===== src/hdl/stpc_pkg.sv =====
// Shared types and constants for the seven-bit text pack codec.
// No dependencies; imported by every module of the block.
package stpc_pkg;

  localparam int BYTE_W = 8;
  localparam int GRP_MAX = 8;

  localparam logic [3:0] PACK_GRP = 4'd8;
  localparam logic [3:0] UNPACK_GRP = 4'd7;
  localparam logic [3:0] PACK_NOUT = 4'd7;
  localparam logic [3:0] UNPACK_NOUT = 4'd8;

  localparam logic MODE_PACK = 1'b0;
  localparam logic MODE_UNPACK = 1'b1;

  typedef struct packed {
    logic [BYTE_W-1:0] byte_value;
    logic              end_marker;
  } in_req_t;

  typedef struct packed {
    logic [BYTE_W-1:0] out_byte;
    logic              last_of_run;
  } out_res_t;

  typedef enum logic [1:0] {
    JOB_PACK   = 2'd0,
    JOB_UNPACK = 2'd1,
    JOB_FLUSH  = 2'd2
  } job_kind_t;

  // One finished group (or a flush) handed from the front to the back.
  typedef struct packed {
    job_kind_t                     kind;
    logic [3:0]                    n_out;
    logic [GRP_MAX-1:0][BYTE_W-1:0] data;
  } job_t;

endpackage


===== src/hdl/seven_bit_text_pack_codec.sv =====
// Top level of the seven-bit text pack codec: front, job queue, back.
// Depends on stpc_pkg, stpc_front, stpc_jobq, stpc_back.
//
//   channel  ports                          direction  payload
//   input    in_push / in_full / in_req     in         in_req_t
//   result   out_pop / out_empty / out_res  out        out_res_t
//   config   cfg_we / cfg_wdata             in         codec_mode
//
// A request is taken every cycle while the two-entry job queue has room.
// The back part emits one result byte per cycle while out_pop keeps up, so a group
// yields 7 (pack) or 8 (unpack) result bytes; sustained rate is set by that single
// output register.
// Synchronous active-low reset empties the queue, the output and the held group.
// in_full follows the queue only; a stalled out_pop backs up into it.
module seven_bit_text_pack_codec import stpc_pkg::*; (
  input  logic     clk,
  input  logic     rst_n,
  input  logic     in_push,
  output logic     in_full,
  input  in_req_t  in_req,
  output logic     out_empty,
  input  logic     out_pop,
  output out_res_t out_res,
  input  logic     cfg_we,
  input  logic     cfg_wdata
);

  logic job_push, q_full, q_avail, job_done;
  job_t job_in, job_head;

  stpc_front u_front (
    .clk       (clk),
    .rst_n     (rst_n),
    .in_push   (in_push),
    .in_full   (in_full),
    .in_req    (in_req),
    .cfg_we    (cfg_we),
    .cfg_wdata (cfg_wdata),
    .q_full    (q_full),
    .job_push  (job_push),
    .job       (job_in)
  );

  stpc_jobq u_jobq (
    .clk      (clk),
    .rst_n    (rst_n),
    .push     (job_push),
    .push_job (job_in),
    .pop      (job_done),
    .full     (q_full),
    .avail    (q_avail),
    .head     (job_head)
  );

  stpc_back u_back (
    .clk       (clk),
    .rst_n     (rst_n),
    .job_avail (q_avail),
    .job       (job_head),
    .job_done  (job_done),
    .out_empty (out_empty),
    .out_pop   (out_pop),
    .out_res   (out_res)
  );

endmodule


===== src/hdl/stpc_front.sv =====
// Front part: takes requests, gathers bytes into a group, holds the mode register.
// Hands finished groups and flushes to the job queue. Uses stpc_pkg.
module stpc_front import stpc_pkg::*; (
  input  logic    clk,
  input  logic    rst_n,
  input  logic    in_push,
  output logic    in_full,
  input  in_req_t in_req,
  input  logic    cfg_we,
  input  logic    cfg_wdata,
  input  logic    q_full,
  output logic    job_push,
  output job_t    job
);

  logic [BYTE_W-1:0] grp_r [GRP_MAX];
  logic [3:0]        cnt_r, cnt_nxt;
  logic              mode_r, mode_nxt;
  logic              accept;
  logic              grp_done;
  logic [3:0]        grp_size;

  assign in_full  = q_full;
  assign accept   = in_push && !q_full;
  assign grp_size = (mode_r == MODE_UNPACK) ? UNPACK_GRP : PACK_GRP;
  assign grp_done = ((cnt_r + 4'd1) == grp_size);

  // The job carries the current byte in the slot it would occupy.
  always_comb begin
    for (int k = 0; k < GRP_MAX; k++) begin
      job.data[k] = (3'(k) == cnt_r[2:0]) ? in_req.byte_value : grp_r[k];
    end
    if (in_req.end_marker) begin
      job.kind  = JOB_FLUSH;
      job.n_out = cnt_r;
    end else if (mode_r == MODE_UNPACK) begin
      job.kind  = JOB_UNPACK;
      job.n_out = UNPACK_NOUT;
    end else begin
      job.kind  = JOB_PACK;
      job.n_out = PACK_NOUT;
    end
  end

  assign job_push = accept && (in_req.end_marker ? (cnt_r != 4'd0) : grp_done);

  always_comb begin
    cnt_nxt  = cnt_r;
    mode_nxt = mode_r;
    if (cfg_we) begin
      mode_nxt = cfg_wdata;
      cnt_nxt  = 4'd0;
    end else if (accept) begin
      if (in_req.end_marker || grp_done) begin
        cnt_nxt = 4'd0;
      end else begin
        cnt_nxt = cnt_r + 4'd1;
      end
    end
  end

  always_ff @(posedge clk) begin
    if (!rst_n) begin
      cnt_r  <= 4'd0;
      mode_r <= MODE_PACK;
    end else begin
      cnt_r  <= cnt_nxt;
      mode_r <= mode_nxt;
    end
  end

  always_ff @(posedge clk) begin
    if (accept && !in_req.end_marker && !grp_done) begin
      grp_r[cnt_r[2:0]] <= in_req.byte_value;
    end
  end

endmodule


===== src/hdl/stpc_jobq.sv =====
// Two-entry job queue between front and back parts.
// Uses job_t from stpc_pkg.
module stpc_jobq import stpc_pkg::*; (
  input  logic clk,
  input  logic rst_n,
  input  logic push,
  input  job_t push_job,
  input  logic pop,
  output logic full,
  output logic avail,
  output job_t head
);

  job_t       ent_r [2];
  logic       wr_ptr_r, rd_ptr_r;
  logic [1:0] cnt_r, cnt_nxt;

  assign full  = (cnt_r == 2'd2);
  assign avail = (cnt_r != 2'd0);
  assign head  = ent_r[rd_ptr_r];

  always_comb begin
    cnt_nxt = cnt_r;
    if (push && !pop) begin
      cnt_nxt = cnt_r + 2'd1;
    end else if (pop && !push) begin
      cnt_nxt = cnt_r - 2'd1;
    end
  end

  always_ff @(posedge clk) begin
    if (!rst_n) begin
      wr_ptr_r <= 1'b0;
      rd_ptr_r <= 1'b0;
      cnt_r    <= 2'd0;
    end else begin
      cnt_r <= cnt_nxt;
      if (push) begin
        wr_ptr_r <= !wr_ptr_r;
      end
      if (pop) begin
        rd_ptr_r <= !rd_ptr_r;
      end
    end
  end

  always_ff @(posedge clk) begin
    if (push) begin
      ent_r[wr_ptr_r] <= push_job;
    end
  end

endmodule


===== src/hdl/stpc_back.sv =====
// Back part: walks the head job one result byte per cycle into the output register
// when it is free or popped. Uses stpc_pkg; the job comes from stpc_jobq.
module stpc_back import stpc_pkg::*; (
  input  logic     clk,
  input  logic     rst_n,
  input  logic     job_avail,
  input  job_t     job,
  output logic     job_done,
  output logic     out_empty,
  input  logic     out_pop,
  output out_res_t out_res
);

  logic [2:0]        idx_r;
  logic              out_vld_r;
  out_res_t          out_r;
  logic              adv;
  logic              last;
  logic [BYTE_W-1:0] res_byte;
  logic [2:0]        idx_p1, idx_m1, bit_sel;

  assign adv      = job_avail && (!out_vld_r || out_pop);
  assign last     = ({1'b0, idx_r} == (job.n_out - 4'd1));
  assign job_done = adv && last;
  assign idx_p1   = idx_r + 3'd1;
  assign idx_m1   = idx_r - 3'd1;
  assign bit_sel  = 3'd6 - idx_r;

  always_comb begin
    unique case (job.kind)
      JOB_PACK: begin
        // byte 0 lends its bit 6 down to bit 0 to the tops of bytes 1 to 7
        res_byte = job.data[idx_p1] | {job.data[0][bit_sel], 7'd0};
      end
      JOB_UNPACK: begin
        if (idx_r == 3'd0) begin
          res_byte = {1'b0, job.data[0][7], job.data[1][7], job.data[2][7],
                      job.data[3][7], job.data[4][7], job.data[5][7], job.data[6][7]};
        end else begin
          res_byte = {1'b0, job.data[idx_m1][6:0]};
        end
      end
      JOB_FLUSH: res_byte = job.data[idx_r];
      default:   res_byte = job.data[idx_r];
    endcase
  end

  always_ff @(posedge clk) begin
    if (!rst_n) begin
      idx_r     <= 3'd0;
      out_vld_r <= 1'b0;
    end else begin
      if (adv) begin
        out_vld_r <= 1'b1;
        idx_r     <= last ? 3'd0 : idx_p1;
      end else if (out_pop) begin
        out_vld_r <= 1'b0;
      end
    end
  end

  always_ff @(posedge clk) begin
    if (adv) begin
      out_r.out_byte    <= res_byte;
      out_r.last_of_run <= last;
    end
  end

  assign out_empty = !out_vld_r;
  assign out_res   = out_r;

endmodule


===== config.mk =====
export PLATFORM = sky130hd
export DESIGN_NAME = seven_bit_text_pack_codec
export DESIGN_NICKNAME = d
export VERILOG_FILES = /design/src/hdl/stpc_pkg.sv /design/src/hdl/seven_bit_text_pack_codec.sv /design/src/hdl/stpc_front.sv /design/src/hdl/stpc_jobq.sv /design/src/hdl/stpc_back.sv
export SDC_FILE = /design/constraint.sdc
export NUM_CORES = 1
export LEC_CHECK = 0
export ABC_CLOCK_PERIOD_IN_PS = 3500
export BUFFER_PORTS_ARGS = -buffer_cell sky130_fd_sc_hd__buf_4
export CAP_MARGIN = 30
export CORE_MARGIN = 2
export CORE_UTILIZATION = 41
export DETAILED_ROUTE_END_ITERATION = 8
export GPL_TIMING_DRIVEN = 0
export PLACE_DENSITY_LB_ADDON = 0.12
export SYNTH_ARGS = -nofsm -noshare
export SYNTH_HDL_FRONTEND = slang
export SYNTH_SLANG_ARGS = --single-unit

===== constraint.sdc =====
create_clock -name clk -period 3.5 [get_ports clk]
set_input_delay 0.35 -clock clk [delete_from_list [all_inputs] [get_ports clk]]
set_output_delay 0.35 -clock clk [all_outputs]
set_load 0.05 [all_outputs]

==> results by group <==
Finish
  – Share of cells above drive strength 1: 0.268
  – Fin nets: around 900
  – Diodes inserted: 0
  – Synthesis-to-finish area growth: 15.1%
  – Fillers: 2347
  – Register area: roughly 6700 µm²
  – Fin cells: 1219
  – Total area of multi-input combinational cells: 4280 µm²

STA
  – Max_slew headroom: 0.341
  – Period utilization: 0.961
  – Fmax: 0.297 GHz
  – # setup viols final: 0
  – RSZ-0062 raised after global routing: true
  – Hold WS: 0.0445 ns
  – Final Hold Vio Count: 0
  – Max Clock Skew: approximately 0.009 ns
  – Fin crit period: 3.36 ns
  – Slew @ Worst Pin: 0.970 ns
  – Max-slew violation count: 0

Placed design
  – GP Congestion: 0.889
  – Dpl hpwl: ~23 mm
  – Port Buffer Count: 25
  – Placed insts: 1167

Synth
  – EDFF count, synth: 213
  – Synth Flop Type: edfxtp_1
  – Mapped Cells: 794
  – Post-synth top area share: 0.572
  – Asr flop ratio synth: 0
  – Sequential cell area fraction in the yosys report: 0.597
  – Netlist cell types: between 50 and 60
  – Syn Area/Cell: 14.1 µm²
  – Yosys top cell by area: edfxtp_1
  – Syn nets: 820
  – Yosys warns: 0
  – Area contributors post-synth: edfxtp_1, mux2_2, mux4_2
  – Yosys reg bits: 227
  – Area of the mapped netlist: 11200 µm²

CTS
  – Clock slew at reported path FFs: 0.06 ns
  – Number of buffers on the longest clock path: 3
  – CTS tree: built
  – CTS root buffer: clkbuf_16
  – Clock sink count: 227
  – H-tree depth: 1
  – Num CTS Buffers: 26
  – Clock Latency Late Sink: 0.55 ns

Detailed routing
  – Vias/cell: roughly 6.0
  – Antenna viol nets, final: 0
  – DRC viols: 0
  – First DRT Iteration DRCs: 773
  – WL final: 33.2 mm
  – Routed length per instance: between 20 and 30 µm
  – Vias post-DR: 7280
  – DRT Pass-1 Iters: 6

Global routing
  – Initial antenna violation count: 0
  – First-pass GRT wire length: roughly 48 mm
  – Total grt overflow: 0
  – Vias in the first global route: 7272
  – Largest net degree at the start of global routing: 55
  – GRT Total Usage: 0.232

Setup path
  – Critical path class: flop to flop
  – WP data arrival: 3.53 ns
  – Crit. End Element: flop
  – Data required, critical path: 3.67 ns
  – Startpoint types: flop
  – Worst-path fanout max: 10

Floorplan
  – Io pins: 26
  – Die width: 169 µm
  – Die height: ~170 µm
  – Initial Util: 0.416
  – Cell row count: 60
  – Die area: 28600 µm²
  – Std-Cell Core Area: 26900 µm²

Job
  – Max Cap Viol: 0

Power
  – Pwr/cell area: 504 nW/µm²
  – Leakage: approximately 0.0043 µW
  – Worst vdd ir: roughly 0.38 mV

Outcome
  – Outcome: completed

Hold path
  – Min-delay worst type: input port to flop
[per-layer routing]
layer / GRT usage / part of all wire / vias up
met5: 0 / 0 / -
met4: 0.0780 / 0.032 / 0
met3: 0.0403 / 0.075 / 67
met2: 0.364 / 0.45 / 312
met1: 0.328 / 0.44 / 3676
li1: - / - / 3225
[critical path, cell delays in order, from the launching register on]
cell      delay, ns
dfxtp_1        0.38
clkbuf_1       0.37
inv_1          0.17
ha_1           0.36
nor2_1         0.05
a41o_1         0.28
a211oi_1       0.36
nand2_1        0.23
nor2_2         0.79
[final timing paths]
check	start	end	depth (start not counted)	slack, ns
worst max-delay path	u_front.cnt_r[2]$_SDFFE_PP0P_	u_front.grp_r[3][2]$_DFFE_PP_	8	0.14
worst max register to register	u_front.cnt_r[2]$_SDFFE_PP0P_	u_front.grp_r[3][2]$_DFFE_PP_	8	0.14
worst min-delay path	cfg_wdata	u_front.mode_r$_SDFFE_PN0P_	3	0.04
worst min register to register	u_jobq.rd_ptr_r$_SDFFE_PN0P_	flop	2	0.48
[cells in the final DEF, fill, tap and decap left out, types with 4 or more instances in the layout]
cell type,count
clkinv_2,5
a211oi_1,8
and3_1,4
a32oi_1,9
mux4_2,30
clkbuf_1,22
a21oi_1,18
nand3_1,18
clkbuf_16,27
buf_4,33
dfxtp_1,14
nand2_1,83
o221ai_1,4
nand2b_1,7
o22ai_1,4
buf_6,10
edfxtp_1,213
a221oi_1,9
xnor2_1,7
buf_2,9
a31oi_1,12
ha_1,10
mux2i_1,61
o21ai_0,12
nor2b_1,10
nor3_1,12
mux2_2,83
or3_1,4
a21o_1,4
clkinv_1,5
nor2_2,6
o211ai_1,6
inv_1,16
nor2_1,33
[synthesized netlist by cell type (all sizes together), types with 8 or more instances]
cell,number
nor3,14
clkbuf,18
a221oi,9
dfxtp,14
mux4,30
ha,11
nor2b,10
inv,17
a32oi,9
nand2,83
a31oi,12
o21ai,14
a211oi,8
nand3,18
a21oi,18
edfxtp,213
xnor2,8
mux2,85
buf,24
mux2i,62
nor2,39
[power breakdown]
| part | internal, µW | switching [µW] |
|---|---|---|
| registers | 3030 | 31.8 |
| clock network | 1520 | 1090 |
| logic | 306 | 516 |
[state kept, by name (all words and copies together) (netlist names), named ones only]
| name | flops |
|---|---|
| u_back.idx_r | 3 |
| u_back.out_res | 9 |
| u_back.out_vld_r | 1 |
| u_front.cnt_r | 4 |
| u_front.grp_r | 64 |
| u_front.mode_r | 1 |
| u_jobq.cnt_r | 2 |
| u_jobq.ent_r | 140 |
| u_jobq.rd_ptr_r | 1 |
| u_jobq.wr_ptr_r | 1 |
[layout make-up]
cell class / count / area share
Multi-Input combinational cell: 506 / 0.333
Tap cell: 341 / 0.0331
Clock buffer: 36 / 0.0559
Buffer: 41 / 0.0189
Clock inverter: 12 / 0.00855
Inverter: 19 / 0.00573
Sequential cell: 227 / 0.519
Timing Repair Buffer: 37 / 0.0267
[timing repair]
item / 4_1_cts / 5_1_grt
pin swaps: 0 / 1
buffers inserted: 0 / 3
endpoints found under the setup margin: 9 / 38
hold buffers: 1 / 0
gates resized for setup: 11 / 6
hold endpoints to repair: 2 / 0
cloned: 0 / 0
[per-stage QoR]
| stage | cell area, µm² | total power (µW) | util | setup slack, ns | setup TNS, ns |
|---|---|---|---|---|---|
| floorplan | 11200 | 3630 | - | 0.127 | 0 |
| global placement | 11800 | 3880 | 0.439 | -1.22 | -117.98 |
| detailed placement | 11900 | 3890 | 0.444 | -0.576 | -3.24 |
| CTS | 12800 | 6520 | 0.477 | 0.0177 | 0 |
| global route | 12900 | 6700 | 0.479 | -0.110 | -2.28 |
| finish | 12900 | 6490 | 0.479 | 0.136 | 0 |
[cell families (layout without fill, tap and decap cells)]
| logic type | count (synthesis) | after routing | synth area share |
|---|---|---|---|
| AND/OR/NAND/NOR | 196 | 196 | 0.0802 |
| AO/OA/AOI/OAI | 109 | 109 | 0.0690 |
| XOR/XNOR | 13 | 13 | 0.0115 |
| flip-flops | 227 | 227 | 0.597 |
| buffers and inverters | 61 | 145 | 0.0276 |
| multiplexers | 177 | 177 | 0.202 |
| adder cells (fa/ha/maj) | 11 | 11 | 0.0123 |
No activity file was read; power rests on OpenSTA's default activity.
